File: config.mk
export PLATFORM = sky130hd
export DESIGN_NAME = trigger_road_hit_coincidence_top
export DESIGN_NICKNAME = d
export VERILOG_FILES = /design/src/sv/trhc_pkg.sv /design/src/sv/trhc_cfg.sv /design/src/sv/trhc_ctrl.sv /design/src/sv/trhc_dp.sv /design/src/sv/trigger_road_hit_coincidence_top.sv
export VERILOG_INCLUDE_DIRS = /design/src /design/src/sv
export SDC_FILE = /design/constraint.sdc
export NUM_CORES = 2
export LEC_CHECK = 0
export BUFFER_PORTS_ARGS = -buffer_cell sky130_fd_sc_hd__buf_4
export CAP_MARGIN = 30
export CORE_MARGIN = 2
export CORE_UTILIZATION = 55
export CTS_CLUSTER_SIZE = 8
export DETAILED_ROUTE_END_ITERATION = 10
export HOLD_SLACK_MARGIN = 0.1
export PLACE_DENSITY = 0.76
export SKIP_LAST_GASP = 1
export SLEW_MARGIN = 25
export SYNTH_ARGS = -nofsm -noshare
export SYNTH_HDL_FRONTEND = slang
export SYNTH_SLANG_ARGS = --single-unit
File: constraint.sdc
create_clock -name clk_i -period 30.9 [get_ports clk_i]
set_input_delay 4.635 -clock clk_i [delete_from_list [all_inputs] [get_ports clk_i]]
set_output_delay 4.635 -clock clk_i [all_outputs]
set_load 0.01 [all_outputs]
File: src/sv/trigger_road_hit_coincidence_top_assert.svh
// Assertion macros for the road coincidence block.
// They sample on clk_i and are off while rst_ni is low.
`ifndef TRIGGER_ROAD_HIT_COINCIDENCE_TOP_ASSERT_SVH
`define TRIGGER_ROAD_HIT_COINCIDENCE_TOP_ASSERT_SVH

// Same-cycle implication.
`define TRHC_ASSERT_IMP(lbl, ante, cons, msg) \
  lbl: assert property (@(posedge clk_i) disable iff (!rst_ni) (ante) |-> (cons)) \
    else $error(msg);

// Next-cycle implication.
`define TRHC_ASSERT_NXT(lbl, ante, cons, msg) \
  lbl: assert property (@(posedge clk_i) disable iff (!rst_ni) (ante) |=> (cons)) \
    else $error(msg);

// Implication after the fixed item latency.
`define TRHC_ASSERT_LAT(lbl, ante, cons, msg) \
  lbl: assert property (@(posedge clk_i) disable iff (!rst_ni) \
    (ante) |-> ##ResultLatency (cons)) else $error(msg);

`endif

File: src/sv/trhc_pkg.sv
package trhc_pkg;

  localparam int Planes       = 8;
  localparam int PlaneW       = $clog2(Planes);
  localparam int MarginUpX    = 0;
  localparam int MarginDownX  = 0;
  localparam int MarginUpUv   = 0;
  localparam int MarginDownUv = 0;

  localparam int FixW  = 40;           // Q8.32
  localparam int HalfW = FixW / 2;     // pitch split for the shared multiplier
  localparam int ProdW = 17;           // road_size * (index + 1) < 2^17
  localparam int CoefW = ProdW + 3;    // signed 2*prod + 1 +/- 2*margin
  localparam int PartW = CoefW + HalfW + 1;
  localparam int SumW  = 62;           // doubled bounds, exact

  localparam int AddrW = 5;
  localparam int DataW = 32;
  localparam int ResultLatency = 7;

  typedef enum logic [1:0] {
    ModeHit   = 2'd0,
    ModeTick  = 2'd1,
    ModeClear = 2'd2,
    ModeNop   = 2'd3
  } mode_e;

  typedef enum logic [1:0] {
    KindX    = 2'd0,
    KindU    = 2'd1,
    KindV    = 2'd2,
    KindNone = 2'd3
  } kind_e;

  typedef enum logic [2:0] {
    RegSector = 3'd0,
    RegSize   = 3'd1,
    RegIdxX   = 3'd2,
    RegIdxU   = 3'd3,
    RegIdxV   = 3'd4,
    RegXThr   = 3'd5,
    RegUvThr  = 3'd6,
    RegWindow = 3'd7
  } reg_e;

  typedef enum logic [2:0] {
    StIdle,
    StCoef,
    StMulLo,
    StMulHi,
    StSum,
    StUpdate,
    StResult
  } state_e;

  typedef struct packed {
    logic load_in;
    logic coef;
    logic mul_lo;
    logic mul_hi;
    logic sum;
    logic update;
    logic result;
  } cmd_t;

  typedef struct packed {
    logic [7:0] sector;
    logic [6:0] size;
    logic [9:0] idx_x;
    logic [9:0] idx_u;
    logic [9:0] idx_v;
    logic [3:0] x_thr;
    logic [3:0] uv_thr;
    logic [3:0] window;
  } cfg_t;

endpackage

File: src/sv/trhc_cfg.sv
module trhc_cfg (
  input  logic                        clk_i,
  input  logic                        rst_ni,
  input  logic                        psel_i,
  input  logic                        penable_i,
  input  logic                        pwrite_i,
  input  logic [trhc_pkg::AddrW-1:0]  paddr_i,
  input  logic [trhc_pkg::DataW-1:0]  pwdata_i,
  output logic [trhc_pkg::DataW-1:0]  prdata_o,
  output logic                        pready_o,
  output trhc_pkg::cfg_t              cfg_o
);
  import trhc_pkg::*;

  cfg_t cfg_q, cfg_d;
  reg_e sel;
  logic wr_en;

  assign sel      = reg_e'(paddr_i[AddrW-1:2]);
  assign wr_en    = psel_i && penable_i && pwrite_i;
  assign pready_o = 1'b1;
  assign cfg_o    = cfg_q;

  always_comb begin
    cfg_d = cfg_q;
    if (wr_en) begin
      unique case (sel)
        RegSector: cfg_d.sector = pwdata_i[7:0];
        RegSize:   cfg_d.size   = pwdata_i[6:0];
        RegIdxX:   cfg_d.idx_x  = pwdata_i[9:0];
        RegIdxU:   cfg_d.idx_u  = pwdata_i[9:0];
        RegIdxV:   cfg_d.idx_v  = pwdata_i[9:0];
        RegXThr:   cfg_d.x_thr  = pwdata_i[3:0];
        RegUvThr:  cfg_d.uv_thr = pwdata_i[3:0];
        RegWindow: cfg_d.window = pwdata_i[3:0];
      endcase
    end
  end

  always_comb begin
    unique case (sel)
      RegSector: prdata_o = DataW'(cfg_q.sector);
      RegSize:   prdata_o = DataW'(cfg_q.size);
      RegIdxX:   prdata_o = DataW'(cfg_q.idx_x);
      RegIdxU:   prdata_o = DataW'(cfg_q.idx_u);
      RegIdxV:   prdata_o = DataW'(cfg_q.idx_v);
      RegXThr:   prdata_o = DataW'(cfg_q.x_thr);
      RegUvThr:  prdata_o = DataW'(cfg_q.uv_thr);
      RegWindow: prdata_o = DataW'(cfg_q.window);
    endcase
  end

  always_ff @(posedge clk_i or negedge rst_ni) begin
    if (!rst_ni) begin
      cfg_q.sector <= 8'd0;
      cfg_q.size   <= 7'd8;
      cfg_q.idx_x  <= 10'd0;
      cfg_q.idx_u  <= 10'd0;
      cfg_q.idx_v  <= 10'd0;
      cfg_q.x_thr  <= 4'd3;
      cfg_q.uv_thr <= 4'd3;
      cfg_q.window <= 4'd8;
    end else begin
      cfg_q <= cfg_d;
    end
  end

endmodule

File: src/sv/trhc_ctrl.sv
module trhc_ctrl (
  input  logic           clk_i,
  input  logic           rst_ni,
  input  logic           start_i,
  output logic           busy_o,
  output trhc_pkg::cmd_t cmd_o
);
  import trhc_pkg::*;

  state_e state_q, state_d;

  always_ff @(posedge clk_i or negedge rst_ni) begin
    if (!rst_ni) begin
      state_q <= StIdle;
    end else begin
      state_q <= state_d;
    end
  end

  // fixed sequence, same for every mode
  always_comb begin
    state_d = state_q;
    cmd_o   = '0;
    unique case (state_q)
      StIdle: begin
        if (start_i) begin
          cmd_o.load_in = 1'b1;
          state_d       = StCoef;
        end
      end
      StCoef: begin
        cmd_o.coef = 1'b1;
        state_d    = StMulLo;
      end
      StMulLo: begin
        cmd_o.mul_lo = 1'b1;
        state_d      = StMulHi;
      end
      StMulHi: begin
        cmd_o.mul_hi = 1'b1;
        state_d      = StSum;
      end
      StSum: begin
        cmd_o.sum = 1'b1;
        state_d   = StUpdate;
      end
      StUpdate: begin
        cmd_o.update = 1'b1;
        state_d      = StResult;
      end
      StResult: begin
        cmd_o.result = 1'b1;
        state_d      = StIdle;
      end
      default: state_d = StIdle;
    endcase
  end

  assign busy_o = (state_q != StIdle);

endmodule

File: src/sv/trhc_dp.sv
module trhc_dp (
  input  logic                              clk_i,
  input  logic                              rst_ni,
  input  trhc_pkg::cmd_t                    cmd_i,
  input  trhc_pkg::cfg_t                    cfg_i,
  input  logic [1:0]                        mode_i,
  input  logic [7:0]                        hit_sector_i,
  input  logic [trhc_pkg::PlaneW-1:0]       hit_plane_i,
  input  logic [1:0]                        hit_kind_i,
  input  logic signed [trhc_pkg::FixW-1:0]  hit_shift_i,
  input  logic signed [trhc_pkg::FixW-1:0]  hit_pitch_over_z_i,
  input  logic signed [trhc_pkg::FixW-1:0]  hit_slope_i,
  input  logic                              hit_noise_i,
  output logic                              result_valid_o,
  output logic                              hit_accepted_o,
  output logic                              coincidence_o,
  output logic [3:0]                        real_hit_count_o,
  output logic [2:0]                        real_x_count_o,
  output logic [2:0]                        real_uv_count_o,
  output logic                              low_resolution_o,
  output logic [trhc_pkg::Planes-1:0]       plane_mask_o
);
  import trhc_pkg::*;

  // captured item
  logic [1:0]              mode_q;
  logic [7:0]              sector_q;
  logic [PlaneW-1:0]       plane_q;
  logic [1:0]              kind_q;
  logic signed [FixW-1:0]  shift_q, pitch_q, slope_q;
  logic                    hit_noise_q;

  always_ff @(posedge clk_i) begin
    if (cmd_i.load_in) begin
      mode_q      <= mode_i;
      sector_q    <= hit_sector_i;
      plane_q     <= hit_plane_i;
      kind_q      <= hit_kind_i;
      shift_q     <= hit_shift_i;
      pitch_q     <= hit_pitch_over_z_i;
      slope_q     <= hit_slope_i;
      hit_noise_q <= hit_noise_i;
    end
  end

  // ---- window coefficients (doubled): clo = 2*rs*idx + 1 - 2*down
  logic [9:0]              idx_sel;
  logic [10:0]             idx_inc;
  logic [ProdW-1:0]        rs_idx, rs_idx1;
  logic [CoefW-1:0]        marg_dn, marg_up;
  logic signed [CoefW-1:0] clo_q, chi_q;

  always_comb begin
    unique case (kind_e'(kind_q))
      KindU:   idx_sel = cfg_i.idx_u;
      KindV:   idx_sel = cfg_i.idx_v;
      KindX:   idx_sel = cfg_i.idx_x;
      KindNone: idx_sel = cfg_i.idx_x;
    endcase
  end

  assign idx_inc = {1'b0, idx_sel} + 11'd1;
  assign rs_idx  = ProdW'(cfg_i.size) * ProdW'(idx_sel);
  assign rs_idx1 = ProdW'(cfg_i.size) * ProdW'(idx_inc);
  assign marg_dn = (kind_q == KindX) ? CoefW'(2 * MarginDownX) : CoefW'(2 * MarginDownUv);
  assign marg_up = (kind_q == KindX) ? CoefW'(2 * MarginUpX) : CoefW'(2 * MarginUpUv);

  always_ff @(posedge clk_i) begin
    if (cmd_i.coef) begin
      clo_q <= {2'b00, rs_idx, 1'b0} + CoefW'(1) - marg_dn;
      chi_q <= {2'b00, rs_idx1, 1'b0} + CoefW'(1) + marg_up;
    end
  end

  // ---- shared multiplier pair, low pitch half then high pitch half
  logic signed [HalfW:0]   mop;
  logic signed [PartW-1:0] prod_lo, prod_hi;
  logic signed [PartW-1:0] clo_pl_q, clo_ph_q, chi_pl_q, chi_ph_q;

  assign mop     = cmd_i.mul_lo ? {1'b0, pitch_q[HalfW-1:0]}
                                : {pitch_q[FixW-1], pitch_q[FixW-1:HalfW]};
  assign prod_lo = clo_q * mop;
  assign prod_hi = chi_q * mop;

  always_ff @(posedge clk_i) begin
    if (cmd_i.mul_lo) begin
      clo_pl_q <= prod_lo;
      chi_pl_q <= prod_hi;
    end
    if (cmd_i.mul_hi) begin
      clo_ph_q <= prod_lo;
      chi_ph_q <= prod_hi;
    end
  end

  // ---- doubled bounds
  logic signed [SumW-1:0] lo2_q, hi2_q;

  always_ff @(posedge clk_i) begin
    if (cmd_i.sum) begin
      lo2_q <= (SumW'(shift_q) <<< 1) + SumW'(clo_pl_q) + (SumW'(clo_ph_q) <<< HalfW);
      hi2_q <= (SumW'(shift_q) <<< 1) + SumW'(chi_pl_q) + (SumW'(chi_ph_q) <<< HalfW);
    end
  end

  // ---- window test and slot update
  logic signed [SumW-1:0] s2;
  logic                   slope_pos, in_win, hit_ok;
  logic [Planes-1:0]      valid_q, valid_d, snoise_q, snoise_d;
  logic [3:0]             age_q [Planes];
  logic [3:0]             age_d [Planes];
  logic [4:0]             age_inc [Planes];
  logic                   acc_q, acc_d;

  assign s2        = SumW'(slope_q) <<< 1;
  assign slope_pos = !slope_q[FixW-1] && (|slope_q);
  assign in_win    = slope_pos ? ((s2 > lo2_q) && (s2 < hi2_q))
                               : ((s2 > hi2_q) && (s2 < lo2_q));
  assign hit_ok    = (sector_q == cfg_i.sector) && (kind_q != KindNone) && in_win &&
                     (!valid_q[plane_q] || (!hit_noise_q && snoise_q[plane_q]));

  always_comb begin
    for (int p = 0; p < Planes; p++) begin
      age_inc[p] = {1'b0, age_q[p]} + 5'd1;
    end
  end

  always_comb begin
    valid_d  = valid_q;
    snoise_d = snoise_q;
    age_d    = age_q;
    acc_d    = acc_q;
    if (cmd_i.update) begin
      acc_d = 1'b0;
      unique case (mode_e'(mode_q))
        ModeHit: begin
          if (hit_ok) begin
            valid_d[plane_q]  = 1'b1;
            snoise_d[plane_q] = hit_noise_q;
            age_d[plane_q]    = '0;
            acc_d             = 1'b1;
          end
        end
        ModeTick: begin
          for (int p = 0; p < Planes; p++) begin
            if (valid_q[p]) begin
              if (age_inc[p] >= {1'b0, cfg_i.window}) begin
                valid_d[p]  = 1'b0;
                snoise_d[p] = 1'b0;
                age_d[p]    = '0;
              end else begin
                age_d[p] = age_inc[p][3:0];
              end
            end
          end
        end
        ModeClear: begin
          valid_d  = '0;
          snoise_d = '0;
          age_d    = '{default: '0};
        end
        ModeNop: ;
      endcase
    end
  end

  always_ff @(posedge clk_i or negedge rst_ni) begin
    if (!rst_ni) begin
      valid_q  <= '0;
      snoise_q <= '0;
      age_q    <= '{default: '0};
      acc_q    <= 1'b0;
    end else begin
      valid_q  <= valid_d;
      snoise_q <= snoise_d;
      age_q    <= age_d;
      acc_q    <= acc_d;
    end
  end

  // ---- coincidence summary of the stored hits
  logic [1:0] nx1, nx2, nu, nv;
  logic [3:0] nreal, x_sum, uv_sum;
  logic [2:0] rx, ruv, lowh, highh;
  logic       mature, horiz, stereo;

  always_comb begin
    nx1    = '0;
    nx2    = '0;
    nu     = '0;
    nv     = '0;
    nreal  = '0;
    rx     = '0;
    ruv    = '0;
    lowh   = '0;
    highh  = '0;
    mature = 1'b0;
    for (int p = 0; p < Planes; p++) begin
      if (valid_q[p]) begin
        if (p < 2) nx1 = nx1 + 2'd1;
        if (p > 5) nx2 = nx2 + 2'd1;
        if (p == 2 || p == 4) nu = nu + 2'd1;
        if (p == 3 || p == 5) nv = nv + 2'd1;
        if (age_inc[p] == {1'b0, cfg_i.window}) mature = 1'b1;
        if (!snoise_q[p]) begin
          nreal = nreal + 4'd1;
          if (p < 2 || p > 5) rx = rx + 3'd1;
          else                ruv = ruv + 3'd1;
          if (p < Planes / 2) lowh = lowh + 3'd1;
          else                highh = highh + 3'd1;
        end
      end
    end
  end

  assign x_sum  = {2'b00, nx1} + {2'b00, nx2};
  assign uv_sum = {2'b00, nu} + {2'b00, nv};
  assign horiz  = (|nx1) && (|nx2) && (x_sum >= cfg_i.x_thr);
  assign stereo = (cfg_i.uv_thr == 4'd0) ||
                  ((|nu) && (|nv) && (uv_sum >= cfg_i.uv_thr));

  always_ff @(posedge clk_i) begin
    if (cmd_i.result) begin
      hit_accepted_o   <= acc_q;
      coincidence_o    <= horiz && stereo && mature;
      real_hit_count_o <= nreal;
      real_x_count_o   <= rx;
      real_uv_count_o  <= ruv;
      low_resolution_o <= (lowh != 3'(Planes / 2)) || (highh != 3'(Planes / 2));
      plane_mask_o     <= valid_q;
    end
  end

  always_ff @(posedge clk_i or negedge rst_ni) begin
    if (!rst_ni) begin
      result_valid_o <= 1'b0;
    end else begin
      result_valid_o <= cmd_i.result;
    end
  end

endmodule

File: src/sv/trigger_road_hit_coincidence_top.sv
// An accepted start steps the controller through Coef, MulLo, MulHi, Sum, Update, Result;
// result_valid_o is registered from Result. busy is high outside idle, so a new item is
// taken once the last is through; the multiplier pair takes the pitch as two 20-bit halves.
// Reset (rst_ni low, async): registers return to defaults, road empty, controller idle.
// Results are one-cycle strobes; the receiver cannot stall them.
`include "trigger_road_hit_coincidence_top_assert.svh"

module trigger_road_hit_coincidence_top (
  input  logic                              clk_i,
  input  logic                              rst_ni,
  // item command port
  input  logic                              start,
  output logic                              busy,
  input  logic [1:0]                        mode_i,
  input  logic [7:0]                        hit_sector_i,
  input  logic [trhc_pkg::PlaneW-1:0]       hit_plane_i,
  input  logic [1:0]                        hit_kind_i,
  input  logic signed [trhc_pkg::FixW-1:0]  hit_shift_i,
  input  logic signed [trhc_pkg::FixW-1:0]  hit_pitch_over_z_i,
  input  logic signed [trhc_pkg::FixW-1:0]  hit_slope_i,
  input  logic                              hit_noise_i,
  // register port
  input  logic                              psel,
  input  logic                              penable,
  input  logic                              pwrite,
  input  logic [trhc_pkg::AddrW-1:0]        paddr,
  input  logic [trhc_pkg::DataW-1:0]        pwdata,
  output logic [trhc_pkg::DataW-1:0]        prdata,
  output logic                              pready,
  // result
  output logic                              result_valid_o,
  output logic                              hit_accepted_o,
  output logic                              coincidence_o,
  output logic [3:0]                        real_hit_count_o,
  output logic [2:0]                        real_x_count_o,
  output logic [2:0]                        real_uv_count_o,
  output logic                              low_resolution_o,
  output logic [trhc_pkg::Planes-1:0]       plane_mask_o
);
  import trhc_pkg::*;

  cfg_t cfg;
  cmd_t cmd;

  // Register file: eight registers at byte addresses 4*i, written on the
  // access phase, read combinationally.
  trhc_cfg u_cfg (
    .clk_i     (clk_i),
    .rst_ni    (rst_ni),
    .psel_i    (psel),
    .penable_i (penable),
    .pwrite_i  (pwrite),
    .paddr_i   (paddr),
    .pwdata_i  (pwdata),
    .prdata_o  (prdata),
    .pready_o  (pready),
    .cfg_o     (cfg)
  );

  // Sequencer: every item walks the same steps, whatever its mode:
  //   capture -> coefficients -> low-half products -> high-half products
  //   -> bounds -> window test + slot update -> result register.
  trhc_ctrl u_ctrl (
    .clk_i   (clk_i),
    .rst_ni  (rst_ni),
    .start_i (start),
    .busy_o  (busy),
    .cmd_o   (cmd)
  );

  // Datapath: slope window in doubled fixed point (exact, no rounding),
  // per-plane slots (valid, noise, age) and the coincidence summary.
  trhc_dp u_dp (
    .clk_i              (clk_i),
    .rst_ni             (rst_ni),
    .cmd_i              (cmd),
    .cfg_i              (cfg),
    .mode_i             (mode_i),
    .hit_sector_i       (hit_sector_i),
    .hit_plane_i        (hit_plane_i),
    .hit_kind_i         (hit_kind_i),
    .hit_shift_i        (hit_shift_i),
    .hit_pitch_over_z_i (hit_pitch_over_z_i),
    .hit_slope_i        (hit_slope_i),
    .hit_noise_i        (hit_noise_i),
    .result_valid_o     (result_valid_o),
    .hit_accepted_o     (hit_accepted_o),
    .coincidence_o      (coincidence_o),
    .real_hit_count_o   (real_hit_count_o),
    .real_x_count_o     (real_x_count_o),
    .real_uv_count_o    (real_uv_count_o),
    .low_resolution_o   (low_resolution_o),
    .plane_mask_o       (plane_mask_o)
  );

  // every accepted item yields its result after the fixed latency
  `TRHC_ASSERT_LAT(a_item_result, start && !busy, result_valid_o, "item result missing")
  // a result only shows once the sequencer is back to idle
  `TRHC_ASSERT_IMP(a_result_idle, result_valid_o, !busy, "result while busy")
  // one strobe per item
  `TRHC_ASSERT_NXT(a_single_strobe, result_valid_o, !result_valid_o, "double result strobe")

endmodule
==> summary.md <==
| Metric | Value |
|---|---|
| R2R setup slack | `21.32 ns` |
| Final Cycle Share | `0.343` |
| IO Port Bufs | `187` |
| Routed WL per cell | `19.1 um` |
| DIE AREA | `0.124 sq mm` |
| Asr flop ratio synth | `0.188` |
| Hold Fails Final Rpt | `0` |
| Iter 0 DRT Violations | `3010` |
| Setup TNS | `0 ns` |
| Status | `finished, final reports clean` |
| Num CTS Buffers | `85` |
| Layout cell share with drive strength beyond 1 | `0.0694` |
| Post-synthesis cell type count | `86` |
| Core ar. | `0.120 sq mm` |
| WP data arrival | `5.95 ns` |
| Final setup viols | `0` |
| Postcts setup bufs | `0` |
| CP max FO | `20` |
| Initial antenna violation count | `1` |
| CTS tree | `yes` |
| Drt pass-1 iters | `6` |
| Post-DRT Antenna Nets | `0` |
| RSZ-0062 raised after global routing | `no` |
| Die span in x | `351 um` |
| Initial Util | `0.554` |
| Min cycle time layout | `10.59 ns` |
| Cell Area, Synth | `0.0664 sq mm` |
| Worst rel slew slack | `0.302` |
| Die Y | `351 um` |
| Element type at the critical path start | `primary input` |
| Synthesized area per cell | `10.5 sq um` |
| Row Count | `127` |
| Part of the Yosys area used for sequential elements | `0.257` |
| RePlAce Congestion | `0.968` |
| First-pass GRT wire length | `253000 um` |
| Clk_lat worst skew | `0.71 ns` |
| # clock sinks | `586` |
| HP Class | `flip-flop to flip-flop` |
| WP data required | `26.27 ns` |
| Vias in the first global route | `48754` |
| Top_reg_cell synth | `edfxtp_1` |
| Clock Skews | `0.0583 ns` |
| DRC | `0` |
| FF+latch count, synth | `586` |
| Fmax | `0.0945 GHz` |
| Nets | `8245` |
| CP Capture Type | `output port` |
| Reg clk slew, reported paths | `0.05 ns` |
| CTS root buf | `clkbuf_16` |
| Final Util | `0.600` |
| Max Slew Vio Count | `0` |
| Drt total wl | `155000 um` |
| Post-synth EDFFs | `476` |
| Hold_buf cts | `0` |
| Post-Place Cells | `7986` |
| DR vias | `45769` |
| Post-cts sizing count | `0` |
| Post-DP HPWL | `122000 um` |
| Max cap viols | `0` |
| Yosys warns | `0` |
| I/O pin cnt | `235` |
| Largest net degree at the start of global routing | `81` |
| Post-route cell area | `0.0719 sq mm` |
| Worst-case clock buffer depth | `3` |
| Htree depth | `3` |
| Gr usage total | `0.260` |
| Drt via density | `5.64` |
| Area Overhead vs Synth | `8.20%` |
| Grt total ovfl | `0` |
| Mapped Cells | `6351` |
| Critical path type | `primary input to output port` |
| Post-DP Area | `0.0693 sq mm` |
| Tightest Pin Transition | `1.04 ns` |
| Fin cells | `8116` |
layout make-up:
cell class,count,area [sq um]
fill,9702,48000
antenna,5,12.5
clock buffer,112,2230
timing repair buffer,236,1790
inverter,1027,3850
clock inverter,9,213
sequential,586,17100
tap,1612,2020
multi-input combinational,4529,44700
cells in the final DEF (no fill, tap or decap), types with 37 or more instances in the layout:
master     count
o21ai_0      131
nand4_1       63
ha_1         645
fa_1         956
a21o_1       118
dfrtp_1      104
a21oi_1      280
o21ai_1       67
buf_4        233
inv_1       1026
nor3_1        37
o21bai_1      43
nor2b_1       50
nand2b_1      57
nor2_1       175
xor2_1        89
nand3_1       82
nand2_1      632
mux2_2        73
xnor2_1      184
edfxtp_1     476
clkbuf_16     85
and2_1       455
cell families after synthesis:
| logic type | count (synthesis) | share of synthesized area |
|---|---|---|
| and+or+nand+nor | 1671 | 0.127 |
| adders and majority gates | 1601 | 0.410 |
| buffers and inverters | 1257 | 0.0725 |
| AOI/OAI and AO/OA | 871 | 0.0826 |
| DFF | 586 | 0.257 |
| xor gates and xnor gates | 273 | 0.0360 |
| muxes | 90 | 0.0157 |
| other | 2 | 0.000113 |
state kept, by name, summed over array words and instances, names as in the netlist, 17 cells and up:
register,count
u_dp.lo2_q,62
u_dp.hi2_q,61
u_cfg.cfg_o,57
u_dp.chi_ph_q,41
u_dp.chi_pl_q,41
u_dp.clo_ph_q,40
u_dp.clo_pl_q,40
u_dp.pitch_q,40
u_dp.shift_q,40
u_dp.slope_q,40
u_dp.age_q,32
u_dp.chi_q,17
u_dp.clo_q,17
worst paths after layout:
kind	from	cells after the start	end
worst max-delay path	paddr[4]	6	prdata[9]
worst min-delay path	u_dp.chi_pl_q[0]	0	u_dp.lo2_q[0]
worst max register to register	u_ctrl.state_q[2]	23	u_dp.chi_pl_q[30]
worst min register to register	u_dp.chi_pl_q[0]	0	u_dp.lo2_q[0]
max in group asynchronous	rst_ni	3	u_cfg.cfg_o[5]
min in group asynchronous	rst_ni	1	u_dp.age_q[2]
synthesized netlist by cell type, types with 8 or more instances:
cell type	number	share of area
a21o_1	118	0.013
a22oi_1	18	0.0020
fa_1	956	0.29
dfrtp_1	104	0.039
and2_1	455	0.043
buf_4	25	0.0028
clkbuf_1	195	0.011
edfxtp_1	476	0.22
inv_1	1026	0.058
buf_1	8	0.00045
o31ai_1	20	0.0023
ha_1	645	0.12
mux2i_1	13	0.0020
nand4_1	63	0.0059
a211oi_1	22	0.0025
or2_2	8	0.00075
and3_1	26	0.0024
nand2_1	632	0.036
nor3_1	37	0.0028
xor2_1	89	0.012
nand3_1	82	0.0062
nor2b_1	51	0.0048
nand3b_1	12	0.0014
o211ai_1	16	0.0018
o21ai_0	131	0.0099
o21ai_1	68	0.0051
o21a_1	23	0.0026
mux2_2	73	0.012
nor2_1	180	0.010
o22ai_1	10	0.00094
o21bai_1	43	0.0049
a221oi_1	16	0.0021
xnor2_1	184	0.024
nor4_1	15	0.0014
a31oi_1	21	0.0020
a21oi_1	280	0.021
and4_1	12	0.0016
nand2b_1	57	0.0054
metal layers:
layer	track usage	part of all wire	up-vias
met1	0.335	0.41	22984
met4	0.103	0.039	0
met3	0.0343	0.061	302
li1	-	-	20934
met5	0	0	-
met2	0.445	0.49	1549
metrics by stage:
step	setup slack, ns	hold WS [ns]
2_1_floorplan	19.99	0.400
3_3_place_gp	20.35	0.483
3_5_place_dp	20.36	0.481
4_1_cts	20.34	0.480
5_1_grt	20.19	0.493
6_report	20.31	0.504
critical path, cell delays in order:
cell and delay [ns]:
buf_4 0.29, inv_1 0.22, nor2_1 0.27, a22oi_1 0.10
o21ai_0 0.26, buf_4 0.18
Power is not shown: default switching activity piles up to over one toggle a cycle in this logic, so the estimate is an artifact.
